--- src/hdl/bfha_pkg.sv ---
package bfha_pkg;

    localparam int DEF_HEAP_UNITS = 4096;
    localparam int DEF_UNIT_BYTES = 16;
    localparam int DATA_W         = 32;
    localparam int BYTES_W        = 16;
    localparam int UNITS_CFG_W    = 13;
    localparam int RESET_UNITS    = 4096;
    localparam int MIN_UNITS      = 2;

    localparam logic REG_HEAP_BASE  = 1'b0;
    localparam logic REG_HEAP_UNITS = 1'b1;

    localparam logic OP_ALLOC = 1'b0;
    localparam logic OP_FREE  = 1'b1;

    localparam logic [1:0] ST_OK       = 2'd0;
    localparam logic [1:0] ST_ZERO     = 2'd1;
    localparam logic [1:0] ST_NO_SPACE = 2'd2;
    localparam logic [1:0] ST_BAD_FREE = 2'd3;

endpackage

--- src/hdl/bfha_div.sv ---
module bfha_div #(
    parameter int DIVISOR = bfha_pkg::DEF_UNIT_BYTES
) (
    input  logic                        i_clk,
    input  logic                        i_rst_n,
    input  logic                        i_start,
    input  logic [bfha_pkg::DATA_W-1:0] i_dividend,
    output logic                        o_done,
    output logic [bfha_pkg::DATA_W-1:0] o_quot,
    output logic [$clog2(DIVISOR):0]    o_rem
);
    localparam int RW = $clog2(DIVISOR) + 1;
    localparam int DW = bfha_pkg::DATA_W;
    localparam int HW = DW / 2;
    localparam int MW = DW + 1;
    localparam int XW = HW + MW;
    localparam int K  = DW + $clog2(DIVISOR);
    localparam int PW = K + DW;
    // rounded-up reciprocal, exact for every dividend of DW bits
    localparam logic [63:0] RECIP64 = ((64'd1 << K) + 64'(DIVISOR) - 64'd1) / 64'(DIVISOR);
    localparam logic [MW-1:0] RECIP = RECIP64[MW-1:0];

    localparam logic [2:0] C_IDLE = 3'd0;
    localparam logic [2:0] C_LO   = 3'd1;
    localparam logic [2:0] C_HI   = 3'd2;
    localparam logic [2:0] C_QUOT = 3'd3;
    localparam logic [2:0] C_REM  = 3'd4;

    logic [2:0]    r_step, n_step;
    logic          r_done, n_done;
    logic [DW-1:0] r_x, n_x;
    logic [PW-1:0] r_acc, n_acc;
    logic [DW-1:0] r_q, n_q;
    logic [RW-1:0] r_rem, n_rem;
    logic [XW-1:0] w_part;

    // one half of the dividend a cycle through the shared multiplier
    assign w_part = XW'((r_step == C_LO) ? r_x[HW-1:0] : r_x[DW-1:HW]) * XW'(RECIP);

    always_comb begin
        n_step = r_step;
        n_done = 1'b0;
        n_x    = r_x;
        n_acc  = r_acc;
        n_q    = r_q;
        n_rem  = r_rem;
        if (i_start) begin
            n_step = C_LO;
            n_x    = i_dividend;
        end else begin
            unique case (r_step)
                C_LO: begin
                    n_acc  = PW'(w_part);
                    n_step = C_HI;
                end
                C_HI: begin
                    n_acc  = r_acc + (PW'(w_part) << HW);
                    n_step = C_QUOT;
                end
                C_QUOT: begin
                    n_q    = r_acc[PW-1:K];
                    n_step = C_REM;
                end
                C_REM: begin
                    n_rem  = RW'(r_x - r_q * DW'(DIVISOR));
                    n_done = 1'b1;
                    n_step = C_IDLE;
                end
                default: begin
                    n_step = C_IDLE;
                end
            endcase
        end
    end

    always_ff @(posedge i_clk) begin
        if (!i_rst_n) begin
            r_step <= C_IDLE;
            r_done <= 1'b0;
        end else begin
            r_step <= n_step;
            r_done <= n_done;
        end
        r_x   <= n_x;
        r_acc <= n_acc;
        r_q   <= n_q;
        r_rem <= n_rem;
    end

    assign o_done = r_done;
    assign o_quot = r_q;
    assign o_rem  = r_rem;
endmodule

--- config.mk ---
export PLATFORM = sky130hd
export DESIGN_NAME = bfha_div
export DESIGN_NICKNAME = d
export VERILOG_FILES = /design/src/hdl/bfha_pkg.sv /design/src/hdl/bfha_div.sv
export SDC_FILE = /design/constraint.sdc
export NUM_CORES = 1
export LEC_CHECK = 0
export BUFFER_PORTS_ARGS = -buffer_cell sky130_fd_sc_hd__buf_2
export CORE_UTILIZATION = 58
export CTS_BUF_LIST = sky130_fd_sc_hd__clkbuf_2
export DETAILED_ROUTE_END_ITERATION = 6
export GPL_TIMING_DRIVEN = 0
export MAX_ROUTING_LAYER = met4
export PLACE_DENSITY = 0.86
export SKIP_LAST_GASP = 1
export SYNTH_ARGS = -nofsm -noshare
export SYNTH_HDL_FRONTEND = slang
export SYNTH_SLANG_ARGS = --single-unit
--- constraint.sdc ---
create_clock -name i_clk -period 5 [get_ports i_clk]
set_clock_uncertainty 0.05 [all_clocks]
set_input_delay 0.25 -clock i_clk [delete_from_list [all_inputs] [get_ports i_clk]]
set_output_delay 0.25 -clock i_clk [all_outputs]
set_load 0.005 [all_outputs]
# Word level (Yosys, flattened, before mapping)
# Cells that the tools add are included.
dict set report word_totals {
  inputBits 35
  ff_bits 141
  output_inout_bits 38
  word_cells 25
}
dict set report op_classes {
  n_eq_ne 4
  bitwise 2
  add_sub_neg 2
  n_reduce_logical 5
  n_mux 5
}
# op count
set op_table {}
lappend op_table {{one-hot mux 68 bit (2 select lines)} 1}
lappend op_table {{adder 68 x 64 -> 68 bit} 1}
lappend op_table {{2-to-1 mux 16 bit} 1}
lappend op_table {{one-hot mux 3 bit (3 select lines)} 1}
lappend op_table {{== test 3 x 2 -> 1 bit (second input constant)} 2}
lappend op_table {{AND reduction 2 bit} 3}
lappend op_table {{subtractor 5 bit} 1}
lappend op_table {{== test 3 x 1 -> 1 bit (second input constant)} 1}
lappend op_table {{== test 3 bit (second input constant)} 1}
lappend op_table {{2-to-1 mux 1 bit} 2}
lappend op_table {{inverter 1 bit} 2}
lappend op_table {{nonzero test 2 bit} 1}
lappend op_table {{OR reduction 2 bit} 1}

# Longest topological paths before layout
dict set report logic_depth {
  word_depth 4
  ltp_mapped 13
  ltp_nobuf 11
}

# Worst setup path after synthesis
# Ideal clock, no wire load.
dict set report synth_path {
  path_kind {register to register}
  from {register r_step[0]}
  to {register r_q[0], in the netlist o_quot[0], enable pin}
  setup_time_ns 0.505
  required_time_ns 4.445
  setup_slack_ns 0.861
  arrival_time_ns 3.584
  stages_incl_launch_ff 2
  cell_sequence {dfxtp_1 > nor4bb_1}
}
dict set report synth_via {
  elab_chain_len 2
}
# element line
set synth_lines {}
lappend synth_lines {{start: declaration} bfha_div.sv:29} ;# logic [2:0] r_step, n_step;
lappend synth_lines {{start signal: assignment} bfha_div.sv:81} ;# r_step <= n_step;
lappend synth_lines {{== test 3 x 2 -> 1 bit} bfha_div.sv:51} ;# unique case (r_step)
lappend synth_lines {{AND reduction 2 bit (no source line)} -}
lappend synth_lines {{end signal: assignment} bfha_div.sv:86} ;# r_q <= n_q;
lappend synth_lines {{end: declaration} bfha_div.sv:33} ;# logic [DW-1:0] r_q, n_q;
# No other way between the ends.
# A chain may end at the register's enable or synchronous reset.

# Final worst setup path
dict set report layout_path {
  from {register r_step[0]}
  to {register r_acc[65], data pin}
}
dict set report layout_via {
  elab_chain_len 4
}
# element line
set layout_lines {}
lappend layout_lines {{== test 3 x 1 -> 1 bit} {bfha_div.sv:38, bfha_div.sv:51}}
lappend layout_lines {{2-to-1 mux 16 bit} bfha_div.sv:38} ;# assign w_part = XW'((r_step == C_LO) ? r_x[HW-1:0] : r_x[DW-1:HW]) * XW'(RECIP);
lappend layout_lines {{adder 68 x 64 -> 68 bit} bfha_div.sv:57} ;# n_acc = r_acc + (PW'(w_part) << HW);
lappend layout_lines {{one-hot mux 68 bit (2 select lines) (*)} bfha_div.sv:51}
lappend layout_lines {{end signal: assignment} bfha_div.sv:85} ;# r_acc <= n_acc;
lappend layout_lines {{end: declaration} bfha_div.sv:32} ;# logic [PW-1:0] r_acc, n_acc;
# Mark *: on every way between the ends. The rest lies on a longest branch, timed or not.

==> metrics.txt <==
# TYPE chip_impl_metric gauge
chip_impl_metric{name="power.net_switching",unit="mW"} 0.4340
chip_impl_metric{name="syn_area",unit="µm²"} 4484
chip_impl_metric{name="route.antenna.remaining_nets",unit=""} 0
chip_impl_metric{name="power.density",unit="nW/µm²"} 297.5
chip_impl_metric{name="grt_start_max_net_pins",unit=""} 38
chip_impl_metric{name="post_drt_wl_per_cell",unit="µm"} 17.16
chip_impl_metric{name="hold_slack",unit="ps"} 269.3
chip_impl_metric{name="dpl_worst_slack",unit="ps"} 1247
chip_impl_metric{name="drive_gt1_share",unit="%"} 26.57
chip_impl_metric{name="tightest_slew",unit="ps"} 1244
chip_impl_metric{name="crit_arrival",unit="ps"} 4160
chip_impl_metric{name="place.detailed.hpwl",unit="µm"} 6107
chip_impl_metric{name="static_leakage",unit="nW"} 2.027
chip_impl_info{name="min_path_type",value="primary input to register"} 1
chip_impl_metric{name="grt_use_total",unit="%"} 24.66
chip_impl_metric{name="wl_met2",unit="µm"} 4609
chip_impl_metric{name="antenna_cells_inserted",unit=""} 0
chip_impl_info{name="topRoutingLayerUsed",value="met4"} 1
chip_impl_metric{name="intPower",unit="mW"} 1.189
chip_impl_metric{name="synth_edf_count",unit=""} 101
chip_impl_metric{name="yosys_warnings",unit=""} 0
chip_impl_metric{name="synthesis.area_per_instance",unit="µm²"} 14.70
chip_impl_metric{name="grt_overflow",unit=""} 0
chip_impl_metric{name="fp.coreArea",unit="µm²"} 7370
chip_impl_metric{name="synth_top_area_share",unit="%"} 67.63
chip_impl_info{name="rsz0062_at_grt",value="false"} 1
chip_impl_metric{name="timing.final.hold_violations",unit=""} 0
chip_impl_metric{name="initial_core_util",unit="%"} 60.85
chip_impl_metric{name="report.final.setup_viol",unit=""} 0
chip_impl_metric{name="layout_min_cycle_time",unit="ps"} 3867
chip_impl_metric{name="place.port_buffers",unit=""} 72
chip_impl_metric{name="clkPwrFrac",unit="%"} 22.4
chip_impl_info{name="synth_top_cells_by_area",value="edfxtp_1, ha_1, mux2_2, and2_1, dfxtp_1"} 1
chip_impl_metric{name="boundary_pins",unit=""} 73
chip_impl_info{name="cp_top_family",value="compound AO/OA/AOI/OAI gates"} 1
chip_impl_metric{name="numCtsBuffers",unit=""} 9
chip_impl_metric{name="mappedNetlistNets",unit=""} 357
chip_impl_metric{name="drc",unit=""} 0
chip_impl_metric{name="global_route_wire_length_before_repair",unit="µm"} 14660
chip_impl_info{name="criticalPathCategory",value="register to register"} 1
chip_impl_metric{name="first_global_vias",unit=""} 2942
chip_impl_metric{name="floorplan.die.width",unit="µm"} 89.93
chip_impl_metric{name="timing.slew.headroom",unit="%"} 15.91
chip_impl_metric{name="max_cap_viol_count",unit=""} 0
chip_impl_info{name="cts.root.buffer_cell",value="clkbuf_2"} 1
chip_impl_metric{name="post_synth_num_cell_types",unit=""} 41
chip_impl_metric{name="path_buf_inv",unit=""} 2
chip_impl_metric{name="post-route-period-util",unit="%"} 77.34
chip_impl_metric{name="die_outline_height",unit="µm"} 89.93
chip_impl_metric{name="worst_path_max_fanout",unit=""} 10
chip_impl_metric{name="nNetsFinal",unit=""} 476
chip_impl_metric{name="worst-endpoint-required",unit="ps"} 5300
chip_impl_metric{name="power_frac_comb",unit="%"} 15.1
chip_impl_metric{name="worst-r2r-setup-slack",unit="ps"} 1130
chip_impl_metric{name="layout.cells.non_filler",unit=""} 528
chip_impl_info{name="cts_tree",value="built"} 1
chip_impl_metric{name="clkLatencyLatePin",unit="ps"} 570
chip_impl_metric{name="seq_area_frac_synth",unit="%"} 69.42
chip_impl_metric{name="power.total",unit="mW"} 1.623
chip_impl_info{name="synth.largest_area_cell",value="edfxtp_1"} 1
chip_impl_metric{name="cts_buffer_depth",unit=""} 2
chip_impl_metric{name="placement_rows",unit=""} 31
chip_impl_metric{name="floorplan.die_area",unit="µm²"} 8087
chip_impl_metric{name="route.layer.met1.wl",unit="µm"} 3931
chip_impl_metric{name="proportion_of_register_bits_with_asynchronous_set_or_reset_after_synthesis",unit="%"} 0
chip_impl_info{name="cp_common_cell",value="buf_2"} 1
chip_impl_metric{name="timing_max_transition_violations_final",unit=""} 0
chip_impl_metric{name="cts.sinks",unit=""} 105
chip_impl_info{name="crit_slowest_cell",value="a2111oi_0"} 1
chip_impl_metric{name="flow.area_growth_from_synthesis",unit="%"} 21.68
chip_impl_metric{name="worst_path_largest_cell_delay",unit="ps"} 650
chip_impl_metric{name="cts.repair_timing.setup_buffer_count",unit=""} 0
chip_impl_metric{name="gp_congestion",unit=""} 0.7898
chip_impl_metric{name="postSynthRegisterBits",unit=""} 105
chip_impl_info{name="status",value="finished, final reports clean"} 1
chip_impl_metric{name="route.final.wire_length",unit="µm"} 9059
chip_impl_metric{name="peakVddDrop",unit="µV"} 182.4
chip_impl_metric{name="cts_hold_buf",unit=""} 33
chip_impl_info{name="crit_path_start_kind",value="register"} 1
chip_impl_metric{name="first_iter_violations",unit=""} 164
chip_impl_metric{name="path_clk_slew",unit="ps"} 290
chip_impl_info{name="cp_cell_sequence",value="nor3b_1 -> buf_2 -> buf_2 -> mux2_2 -> ha_1 -> nand4_1 -> or2_2 -> nor2_1 -> a2111oi_0 -> a21boi_0 -> mux2i_1"} 1
chip_impl_metric{name="dp_cells",unit=""} 479
chip_impl_metric{name="max_freq",unit="MHz"} 258.6
chip_impl_metric{name="met3WireLength",unit="µm"} 363
chip_impl_metric{name="route.vias.total",unit=""} 2914
chip_impl_metric{name="synthesis.instances",unit=""} 305
chip_impl_info{name="worstSetupEndpointType",value="register"} 1
chip_impl_metric{name="cts-resized-gates",unit=""} 0
chip_impl_metric{name="postLayoutSetupSlackWorst",unit="ps"} 1133
chip_impl_metric{name="cts_htree_levels",unit=""} 3
chip_impl_metric{name="power_frac_seq",unit="%"} 62.5
chip_impl_metric{name="post_drt_via_cell_ratio",unit=""} 5.519
chip_impl_metric{name="firstDrtPassIters",unit=""} 4
chip_impl_metric{name="antenna_found_initial",unit=""} 0
chip_impl_metric{name="swShare",unit="%"} 26.74
chip_impl_info{name="ys_dominant_reg_cell",value="edfxtp_1"} 1
## synth_stat cells (all sizes together) (2+ instances only)
cell / number
o21a: 5
a21o: 4
mux2i: 5
nor2b: 4
inv: 7
buf: 2
edfxtp: 101
o21ai: 12
a21oi: 15
and2: 17
nand2b: 5
a211oi: 5
nand3: 4
nor3b: 6
dfxtp: 4
xor2: 3
mux2: 16
nand2: 16
xnor2: 4
nor3: 7
clkbuf: 5
a31oi: 2
nor2: 21
a21boi: 3
ha: 16
o31a: 2
## metal layers
metal	vias up	GRT usage [%]
li1	1398	-
met1	1416	31.65
met2	84	40.71
met3	16	3.046
met4	0	9.409
met5	-	-
## metrics by stage
step           TNS (ps)  area, µm²  util [%]
2_1_floorplan         0       4484         -
3_3_place_gp     -29830       4969     67.42
3_5_place_dp          0       5024     68.17
4_1_cts               0       5456     74.04
5_1_grt               0       5456     74.04
6_report              0       5456     74.04
## sequential cells by signal, summed over array words and instances, names as in the netlist
signal  flops
r_x        32
r_acc      32
o_done      1
r_step      3
o_quot     32
o_rem       5
## power groups by stage
stage                     combinational [mW]  clock [mW]  sequential [mW]
final                                  0.245       0.363             1.02
after floorplan                        0.154           0             1.03
after detailed placement               0.219           0             1.03
after global routing                   0.268       0.398             1.02
after global placement                 0.207           0             1.03
after CTS                              0.241       0.366             1.01
## layout make-up
type                            instances  area, µm²
Clock buffer                           10      50.05
Fill cell                             497       1913
Sequential cell                       105       3113
Tap cell                               99      123.9
Inverter                                7      26.28
Timing Repair Buffer                  108      728.2
Buffer                                  7      28.78
Multi-Input combinational cell        186       1334
Clock inverter                          6      52.55
## cells in the final DEF (no fill, tap or decap), types with 12 or more instances in the layout
cell / count
ha_1: 16
nand2_1: 16
and2_1: 17
dlygate4sd3_1: 33
o21ai_0: 12
mux2_2: 16
buf_2: 74
nor2_1: 20
edfxtp_1: 101
a21oi_1: 15
## final timing paths
| check | to | start | cells after the start |
|---|---|---|---|
| max reg2reg | r_acc[65] | r_step[0] | 11 |
| max | r_acc[65] | r_step[0] | 11 |
| min reg2reg | o_quot[11] | r_acc[47] | 0 |
| min | r_x[0] | i_start | 1 |
## logic make-up (layout without fill, tap and decap cells)
| kind of cell | count (synthesis) | in the layout | synth area share, % |
|---|---|---|---|
| simple gates | 88 | 88 | 10.38 |
| flops | 105 | 105 | 69.42 |
| fa+ha+maj | 17 | 17 | 4.911 |
| compound gates | 53 | 53 | 7.562 |
| mux | 21 | 21 | 5.134 |
| xor+xnor | 7 | 7 | 1.367 |
| buf+inv | 14 | 138 | 1.228 |
Power figures use the tool's default switching activity.
